$ cat src/sv/ttcw_pkg.sv
// ----------------------------------------------------------------------------
// ttcw_pkg
// Shared types and constants of the text terminal character writer.
// ----------------------------------------------------------------------------
`default_nettype none

package ttcw_pkg;

    // screen geometry
    localparam int COLUMNS     = 80;
    localparam int ROWS        = 25;
    localparam int TAB_WIDTH   = 3;
    localparam int SCREEN_SIZE = ROWS * COLUMNS;

    localparam int ADDR_W = $clog2(SCREEN_SIZE);
    localparam int CUR_W  = 11;
    localparam int COL_W  = $clog2(COLUMNS);
    localparam int CNT_MAX = (COLUMNS > TAB_WIDTH) ? COLUMNS : TAB_WIDTH;
    localparam int CNT_W  = $clog2(CNT_MAX + 1);
    localparam int CELL_W = 16;

    // item kinds
    localparam logic [1:0] KIND_WRITE = 2'd0;
    localparam logic [1:0] KIND_LOCK  = 2'd1;
    localparam logic [1:0] KIND_READ  = 2'd2;

    // character codes
    localparam logic [7:0] CH_BACKSPACE = 8'd8;
    localparam logic [7:0] CH_TAB       = 8'd9;
    localparam logic [7:0] CH_NEWLINE   = 8'd10;
    localparam logic [7:0] CH_SPACE     = 8'd32;

    localparam logic [7:0] STYLE_RESET = 8'd7;

    typedef struct packed {
        logic [1:0]  kind;
        logic [7:0]  character;
        logic [10:0] cell_address;
    } t_cmd;

    typedef struct packed {
        logic [10:0] cursor_position;
        logic        scrolled;
        logic [7:0]  cell_character;
        logic [7:0]  cell_style;
    } t_result;

    typedef struct packed {
        logic [7:0] style;
        logic [7:0] chr;
    } t_cell;

    typedef struct packed {
        logic              we;
        logic [ADDR_W-1:0] waddr;
        t_cell             wdata;
        logic              re;
        logic [ADDR_W-1:0] raddr;
    } t_mem_req;

    typedef enum logic [2:0] {
        S_CLEAR,
        S_IDLE,
        S_PUT,
        S_BACK,
        S_READ,
        S_SCR_COPY,
        S_SCR_BLANK
    } t_state;

endpackage

`default_nettype wire

$ cat src/sv/ttcw_ctrl.sv
// ----------------------------------------------------------------------------
// ttcw_ctrl
// Sequencer of the terminal: cursor, lock and style state, cell writes,
// scroll copy and reset clearing pass over the screen memory.
// ----------------------------------------------------------------------------
`default_nettype none

module ttcw_ctrl (
    input  wire logic             i_clk,
    input  wire logic             i_rst_n,
    input  wire logic             i_start,
    input  wire ttcw_pkg::t_cmd   i_cmd,
    input  wire logic             i_cfg_we,
    input  wire logic [7:0]       i_cfg_wdata,
    input  wire ttcw_pkg::t_cell  i_rdata,
    output ttcw_pkg::t_mem_req    o_mem,
    output logic                  o_busy,
    output logic                  o_res_valid,
    output ttcw_pkg::t_result     o_res
);

    import ttcw_pkg::*;

    localparam logic [CUR_W-1:0]  CUR_END   = CUR_W'(SCREEN_SIZE);
    localparam logic [CUR_W-1:0]  CUR_COLS  = CUR_W'(COLUMNS);
    localparam logic [ADDR_W-1:0] IDX_LAST  = ADDR_W'(SCREEN_SIZE - 1);
    localparam logic [ADDR_W-1:0] IDX_COPY  = ADDR_W'(SCREEN_SIZE - COLUMNS - 1);
    localparam logic [ADDR_W-1:0] IDX_COLS  = ADDR_W'(COLUMNS);
    localparam logic [COL_W-1:0]  COL_LAST  = COL_W'(COLUMNS - 1);

    t_state            r_state, n_state;
    logic [CUR_W-1:0]  r_cursor, n_cursor;
    logic [COL_W-1:0]  r_col, n_col;
    logic [CUR_W-1:0]  r_lock, n_lock;
    logic [7:0]        r_style;
    logic [ADDR_W-1:0] r_idx, n_idx;
    logic [CNT_W-1:0]  r_count, n_count;
    logic [7:0]        r_char, n_char;
    logic              r_scrolled, n_scrolled;
    logic              r_read_ok, n_read_ok;
    logic              r_res_valid, n_res_valid;
    t_result           r_res, n_res;
    logic              w_accept;

    assign w_accept = i_start && (r_state == S_IDLE);

    // next state
    always_comb begin
        n_state = r_state;
        case (r_state)
            S_CLEAR: begin
                if (r_idx == IDX_LAST) begin
                    n_state = S_IDLE;
                end
            end
            S_IDLE: begin
                if (i_start) begin
                    case (i_cmd.kind)
                        KIND_WRITE: begin
                            if (i_cmd.character == CH_BACKSPACE) begin
                                n_state = S_BACK;
                            end else begin
                                n_state = S_PUT;
                            end
                        end
                        KIND_READ: n_state = S_READ;
                        default:   n_state = S_IDLE;
                    endcase
                end
            end
            S_PUT: begin
                if (r_cursor == CUR_END) begin
                    n_state = S_SCR_COPY;
                end else if (r_count == CNT_W'(1)) begin
                    n_state = S_IDLE;
                end
            end
            S_SCR_COPY: begin
                if (r_idx == IDX_COPY) begin
                    n_state = S_SCR_BLANK;
                end
            end
            S_SCR_BLANK: begin
                if (r_idx == IDX_LAST) begin
                    n_state = S_PUT;
                end
            end
            S_BACK:  n_state = S_IDLE;
            S_READ:  n_state = S_IDLE;
            default: n_state = S_IDLE;
        endcase
    end

    // datapath and memory requests
    always_comb begin
        n_cursor    = r_cursor;
        n_col       = r_col;
        n_lock      = r_lock;
        n_idx       = r_idx;
        n_count     = r_count;
        n_char      = r_char;
        n_scrolled  = r_scrolled;
        n_read_ok   = r_read_ok;
        n_res_valid = 1'b0;
        n_res       = r_res;
        o_mem       = '0;
        case (r_state)
            S_CLEAR: begin
                o_mem.we          = 1'b1;
                o_mem.waddr       = r_idx;
                o_mem.wdata.style = STYLE_RESET;
                o_mem.wdata.chr   = CH_SPACE;
                n_idx             = r_idx + ADDR_W'(1);
            end
            S_IDLE: begin
                if (i_start) begin
                    n_scrolled = 1'b0;
                    case (i_cmd.kind)
                        KIND_WRITE: begin
                            if (i_cmd.character == CH_NEWLINE) begin
                                n_char = CH_SPACE;
                                if (r_col == '0) begin
                                    n_count = CNT_W'(COLUMNS);
                                end else begin
                                    n_count = CNT_W'(COLUMNS) - CNT_W'(r_col);
                                end
                            end else if (i_cmd.character == CH_TAB) begin
                                n_char  = CH_SPACE;
                                n_count = CNT_W'(TAB_WIDTH);
                            end else begin
                                n_char  = i_cmd.character;
                                n_count = CNT_W'(1);
                            end
                        end
                        KIND_READ: begin
                            o_mem.re  = 1'b1;
                            o_mem.raddr = ADDR_W'(i_cmd.cell_address);
                            n_read_ok = (i_cmd.cell_address < CUR_END);
                        end
                        KIND_LOCK: begin
                            n_lock      = r_cursor;
                            n_res_valid = 1'b1;
                            n_res       = '{r_cursor, 1'b0, 8'd0, 8'd0};
                        end
                        default: begin
                            n_res_valid = 1'b1;
                            n_res       = '{r_cursor, 1'b0, 8'd0, 8'd0};
                        end
                    endcase
                end
            end
            S_PUT: begin
                if (r_cursor == CUR_END) begin
                    // scroll: start reading the second row
                    n_idx       = '0;
                    o_mem.re    = 1'b1;
                    o_mem.raddr = IDX_COLS;
                end else begin
                    o_mem.we          = 1'b1;
                    o_mem.waddr       = ADDR_W'(r_cursor);
                    o_mem.wdata.style = r_style;
                    o_mem.wdata.chr   = r_char;
                    n_cursor          = r_cursor + CUR_W'(1);
                    n_col             = (r_col == COL_LAST) ? '0 : r_col + COL_W'(1);
                    n_count           = r_count - CNT_W'(1);
                    if (r_count == CNT_W'(1)) begin
                        n_res_valid = 1'b1;
                        n_res       = '{n_cursor, r_scrolled, 8'd0, 8'd0};
                    end
                end
            end
            S_SCR_COPY: begin
                o_mem.we    = 1'b1;
                o_mem.waddr = r_idx;
                o_mem.wdata = i_rdata;
                n_idx       = r_idx + ADDR_W'(1);
                if (r_idx != IDX_COPY) begin
                    o_mem.re    = 1'b1;
                    o_mem.raddr = r_idx + IDX_COLS + ADDR_W'(1);
                end
            end
            S_SCR_BLANK: begin
                o_mem.we          = 1'b1;
                o_mem.waddr       = r_idx;
                o_mem.wdata.style = r_style;
                o_mem.wdata.chr   = CH_SPACE;
                n_idx             = r_idx + ADDR_W'(1);
                if (r_idx == IDX_LAST) begin
                    n_cursor   = r_cursor - CUR_COLS;
                    n_scrolled = 1'b1;
                end
            end
            S_BACK: begin
                if ((r_cursor != '0) && (r_cursor > r_lock)) begin
                    n_cursor          = r_cursor - CUR_W'(1);
                    n_col             = (r_col == '0) ? COL_LAST : r_col - COL_W'(1);
                    o_mem.we          = 1'b1;
                    o_mem.waddr       = ADDR_W'(n_cursor);
                    o_mem.wdata.style = r_style;
                    o_mem.wdata.chr   = CH_SPACE;
                end
                n_res_valid = 1'b1;
                n_res       = '{n_cursor, 1'b0, 8'd0, 8'd0};
            end
            S_READ: begin
                n_res_valid = 1'b1;
                n_res.cursor_position = r_cursor;
                n_res.scrolled        = 1'b0;
                n_res.cell_character  = r_read_ok ? i_rdata.chr : 8'd0;
                n_res.cell_style      = r_read_ok ? i_rdata.style : 8'd0;
            end
            default: begin
                n_res_valid = 1'b0;
            end
        endcase
    end

    always_ff @(posedge i_clk) begin
        if (!i_rst_n) begin
            r_state     <= S_CLEAR;
            r_cursor    <= '0;
            r_col       <= '0;
            r_lock      <= '0;
            r_style     <= STYLE_RESET;
            r_idx       <= '0;
            r_scrolled  <= 1'b0;
            r_res_valid <= 1'b0;
        end else begin
            r_state     <= n_state;
            r_cursor    <= n_cursor;
            r_col       <= n_col;
            r_lock      <= n_lock;
            r_idx       <= n_idx;
            r_scrolled  <= n_scrolled;
            r_res_valid <= n_res_valid;
            if (i_cfg_we) begin
                r_style <= i_cfg_wdata;
            end
        end
    end

    always_ff @(posedge i_clk) begin
        r_count   <= n_count;
        r_char    <= n_char;
        r_read_ok <= n_read_ok;
        r_res     <= n_res;
    end

    assign o_busy      = (r_state != S_IDLE);
    assign o_res_valid = r_res_valid;
    assign o_res       = r_res;

    // checks
    a_cursor_range: assert property (@(posedge i_clk) disable iff (!i_rst_n)
        (r_cursor <= CUR_END) && (r_col <= COL_LAST))
        else $error("cursor out of range");

    a_clear_quiet: assert property (@(posedge i_clk) disable iff (!i_rst_n)
        (r_state == S_CLEAR) |=> !r_res_valid)
        else $error("result during clearing pass");

    a_scroll_done: assert property (@(posedge i_clk) disable iff (!i_rst_n)
        (r_state == S_SCR_BLANK) && (r_idx == IDX_LAST)
        |=> (r_state == S_PUT) && r_scrolled && (r_cursor == CUR_END - CUR_COLS))
        else $error("scroll did not return to cell write");

    a_read_path: assert property (@(posedge i_clk) disable iff (!i_rst_n)
        w_accept && (i_cmd.kind == KIND_READ) |=> (r_state == S_READ) ##1 r_res_valid)
        else $error("read item did not produce a result");

endmodule

`default_nettype wire
$ cat config.mk
export PLATFORM = sky130hd
export DESIGN_NAME = ttcw_ctrl
export DESIGN_NICKNAME = d
export VERILOG_FILES = /design/src/sv/ttcw_pkg.sv /design/src/sv/ttcw_ctrl.sv
export SDC_FILE = /design/constraint.sdc
export NUM_CORES = 1
export LEC_CHECK = 0
export BUFFER_PORTS_ARGS = -buffer_cell sky130_fd_sc_hd__buf_2
export CAP_MARGIN = 20
export CORE_ASPECT_RATIO = 1.4
export CORE_MARGIN = 1.5
export CORE_UTILIZATION = 60
export DETAILED_ROUTE_END_ITERATION = 16
export MAX_ROUTING_LAYER = met4
export PLACE_DENSITY = 0.85
export SYNTH_ARGS = -nofsm -noshare
export SYNTH_HDL_FRONTEND = slang
export SYNTH_SLANG_ARGS = --single-unit
export TNS_END_PERCENT = 30
$ cat constraint.sdc
create_clock -name i_clk -period 4.1 [get_ports i_clk]
set_input_delay 0 -clock i_clk [delete_from_list [all_inputs] [get_ports i_clk]]
set_output_delay 0 -clock i_clk [all_outputs]
set_load 0.05 [all_outputs]
==> flow_metrics.py <==
metrics = {
    "routing": {
        "drtIter0Drc": 647,
        "route.antenna.remaining_nets": 0,
        "wirelength_mm": 23.8,
        "avgRoutedWirePerCell_um": 22.4,
        "detail_route.vias_per_cell": 6.74,
        "route.detailed.drc": 0,
        "firstDrtPassIters": 6,
        "route.vias.total": 7162,
    },
    "global_route": {
        "globalRouteTotalUtil_pct": 41.6,
        "grt_total_ovfl": 0,
        "grt_start_max_net_pins": 31,
        "wire_length_of_the_first_global_routing_pass_mm": 36.4,
        "antenna_found_initial": 0,
        "grt_pass1_vias": 6963,
    },
    "critical_path": {
        "startpoint_type": "flop",
        "critPathMaxStageDelay_ns": 0.58,
        "worstSetupPathType": "reg2out",
        "critPathTopFamily": "compound AO/OA/AOI/OAI gates",
        "worst_path_cell_chain": "buf_4, ha_1, nand4_1, a211oi_1, a2111o_1, nand2_1, o311ai_0, buf_2",
        "critPathRequiredTime_ns": 4.10,
        "critical_path_arrival_ns": 3.75,
        "r2r.worst_path.cells": 8,
        "setup.worst_path.end_class": "output port",
        "critical_path_buf_inv_count": 2,
        "slowest_stage": "o311ai_0",
        "critical_path_depth": 8,
        "critPathMaxFanout": 16,
    },
    "floorplanning": {
        "core-area_um2": 10800,
        "start_util_pct": 61.1,
        "placement_row_count": 45,
        "die-width_um": 91.7,
        "die_h_um": 127,
        "ios": 119,
        "design.die.area_um2": 11700,
    },
    "timing": {
        "timing_hold_violations_final": 0,
        "skew_ns": 0.00818,
        "rsz0062_at_grt": "false",
        "period_minus_slack_ns": 3.75,
        "maxSlewHeadroom_pct": 34.4,
        "max_clock_freq_mhz": 266,
        "drv_slew": 0,
        "finalSetupTns_ns": 0,
        "pin_slew_with_the_least_headroom_to_its_limit_ns": 0.981,
        "setup-violations-final": 0,
        "finalCritPeriodShare_pct": 91.6,
    },
    "power_and_ir_drop": {
        "power.density_nw_per_um2": 300,
        "share_seq_of_total_power_pct": 44.9,
        "power_frac_comb_pct": 18.2,
        "power.clock.fraction_pct": 36.9,
        "power.switching_fraction_pct": 30.3,
        "intPower_w": 0.00166,
        "net-switching-power_w": 0.000722,
        "post-layout-total-power_w": 0.00238,
        "leakagePower_nw": 3.29,
        "peakVddDrop_mv": 0.217,
    },
    "run": {
        "drv_cap": 0,
    },
    "placement": {
        "routabilityCongestion": 1.06,
        "dpl.hpwl_mm": 16.4,
        "io_buffer_count": 118,
        "place.detailed.instances": 1016,
    },
    "clock_network": {
        "postCtsSetupBuffers": 0,
        "insertion_delay_of_the_later_clocked_pin_in_the_worst_skew_pair_ns": 0.35,
        "ctsLongestPathBuffers": 2,
        "clockRootBuffer": "clkbuf_16",
        "cts_made_buffers": 9,
        "cts.sinks": 97,
        "htree_levels": 3,
        "cts_tree": "yes",
        "worst_setup_hold_path_clk_slew_ns": 0.07,
    },
    "logic_synthesis": {
        "yosys_register_bits": 97,
        "synth_compound_gate_area_share_pct": 22.4,
        "synthesis.instances": 795,
        "largest_family_of_logic_cells_by_synthesized_area": "simple AND/OR/NAND/NOR gates",
        "synthesized_cell_area_um2": 6610,
        "async_flop_share_pct": 0,
        "number_of_enable_flip_flop_cells_after_synthesis": 44,
        "synth.lib_cells_used.distinct": 79,
        "synth-xor-area-share_pct": 4.91,
        "ys.flop_type": "dfxtp_1",
        "syn_area_per_cell_um2": 8.31,
        "synth-seq-area-share_pct": 36.1,
        "yosys.area_share.simple_pct": 24.3,
        "yosys_warnings": 0,
        "synth.mux.area_fraction_pct": 2.27,
        "synth_fa_ha_area_share_pct": 4.17,
        "mappedNetlistNets": 866,
    },
    "finish": {
        "area_growth_syn_to_layout_pct": 20.1,
        "most_common_cell_after_layout_fill_and_taps_aside": "buf_2",
        "nets": 987,
        "layout_common_cells": "buf_2 (118), nand2_1 (77), nor2_1 (74)",
        "finalNonFillerCells": 1062,
        "antennaDiodeCount": 0,
        "post_route_cells_drive_above_1_share_pct": 20.6,
    },
    "run_status": {
        "run_status": "complete, no violations",
    },
    "hold_path": {
        "worstHoldPathType": "in2reg",
        "min_delay_path_depth": 2,
    },
}
[logic make-up (layout without fill, tap and decap cells)]
family | Yosys count | after routing
xor+xnor | 37 | 37
simple gates | 312 | 312
compound gates | 215 | 215
buf+inv | 97 | 223
flops | 97 | 97
fa+ha+maj | 22 | 22
mux | 15 | 15
[worst reg2reg max path: stages, from the launching register on]
cell      delay, ns
dfxtp_1        0.30
buf_4          0.18
ha_1           0.34
nand4_1        0.15
a211oi_1       0.54
a2111o_1       0.48
nand2_1        0.48
o211ai_1       0.39
nand2_1        0.10
[metrics by stage]
step	hold slack, ns	instance area (µm²)	util, %	setup slack (ns)
after global routing	0.0326	7930	73.4	0.257
after detailed placement	0.200	7320	67.7	0.766
after CTS	0.0151	7930	73.4	0.391
after global placement	0.195	7320	67.7	0.891
final	0.0262	7930	73.4	0.345
after floorplan	0.129	6610	-	0.239
[registers in the layout (all words and copies together), names as in the netlist, 3 cells and up]
| register | flops |
|---|---|
| r_style | 8 |
| r_idx | 11 |
| r_count | 7 |
| r_col | 7 |
| r_char | 8 |
| r_state | 3 |
| r_cursor | 11 |
| o_res | 28 |
| r_lock | 11 |
[repair_timing]
item,in CTS,in global routing
hold buffers,30,0
hold endpoints to repair,29,0
resized for setup,0,0
[synth_stat cells, types with 5 or more instances]
cell type	n	area, µm²
a211oi_1	8	60.1
a21oi_1	43	215
a22o_1	16	140
a31oi_1	12	75.1
and3_1	27	169
buf_1	5	18.8
buf_2	19	95.1
clkbuf_1	43	161
dfxtp_1	53	1060
edfxtp_1	44	1320
ha_1	22	275
inv_1	28	105
mux2i_1	15	150
nand2_1	77	289
nand2b_1	8	50.1
nand3_1	24	120
nand4_1	11	68.8
nor2_1	74	278
nor2b_1	8	50.1
nor3_1	39	195
o21a_1	5	37.5
o21ai_0	48	240
o22ai_1	16	100
o311ai_0	5	43.8
or4_1	5	37.5
xnor2_1	24	210
xor2_1	13	114
[final cells by class]
| type | instances | area, µm² |
|---|---|---|
| clock buffers | 9 | 225 |
| clock inverters | 7 | 87.6 |
| fillers | 825 | 2880 |
| inverters | 29 | 109 |
| multi-input cells | 601 | 3830 |
| flip-flops and latches | 97 | 2380 |
| well taps | 141 | 176 |
| repair buffers | 178 | 1120 |
[final timing paths]
| check | startpoint | to | slack (ns) |
|---|---|---|---|
| setup / recovery | r_cursor[8]$_SDFFE_PN0P_ | o_mem[32] | 0.35 |
| hold / removal | i_rdata[14] | o_res[6]$_DFFE_PP_ | 0.03 |
| hold reg to reg | r_lock[2]$_SDFFE_PN0P_ | r_lock[2]$_SDFFE_PN0P_ | 0.50 |
| setup reg to reg | r_cursor[8]$_SDFFE_PN0P_ | o_res[20]$_DFFE_PP_ | 0.88 |
[per-layer routing]
layer  share of wire (%)  up-vias  GRT usage (%)
li1                    -     3175              -
met1                  37     3396           45.8
met2                  48      466           68.5
met3                 8.9      125           7.86
met4                 6.2        0           27.5
met5                   0        -              -
[power by group through the flow]
stage	combinational [W]	sequential, W	clock, W
5_1_grt	0.000460	0.00107	0.000918
3_5_place_dp	0.000399	0.00109	0
6_report	0.000435	0.00107	0.000879
3_3_place_gp	0.000393	0.00109	0
4_1_cts	0.000422	0.00107	0.000883
2_1_floorplan	0.000246	0.00112	0
Note: power is estimated with default switching activity, not from simulation.
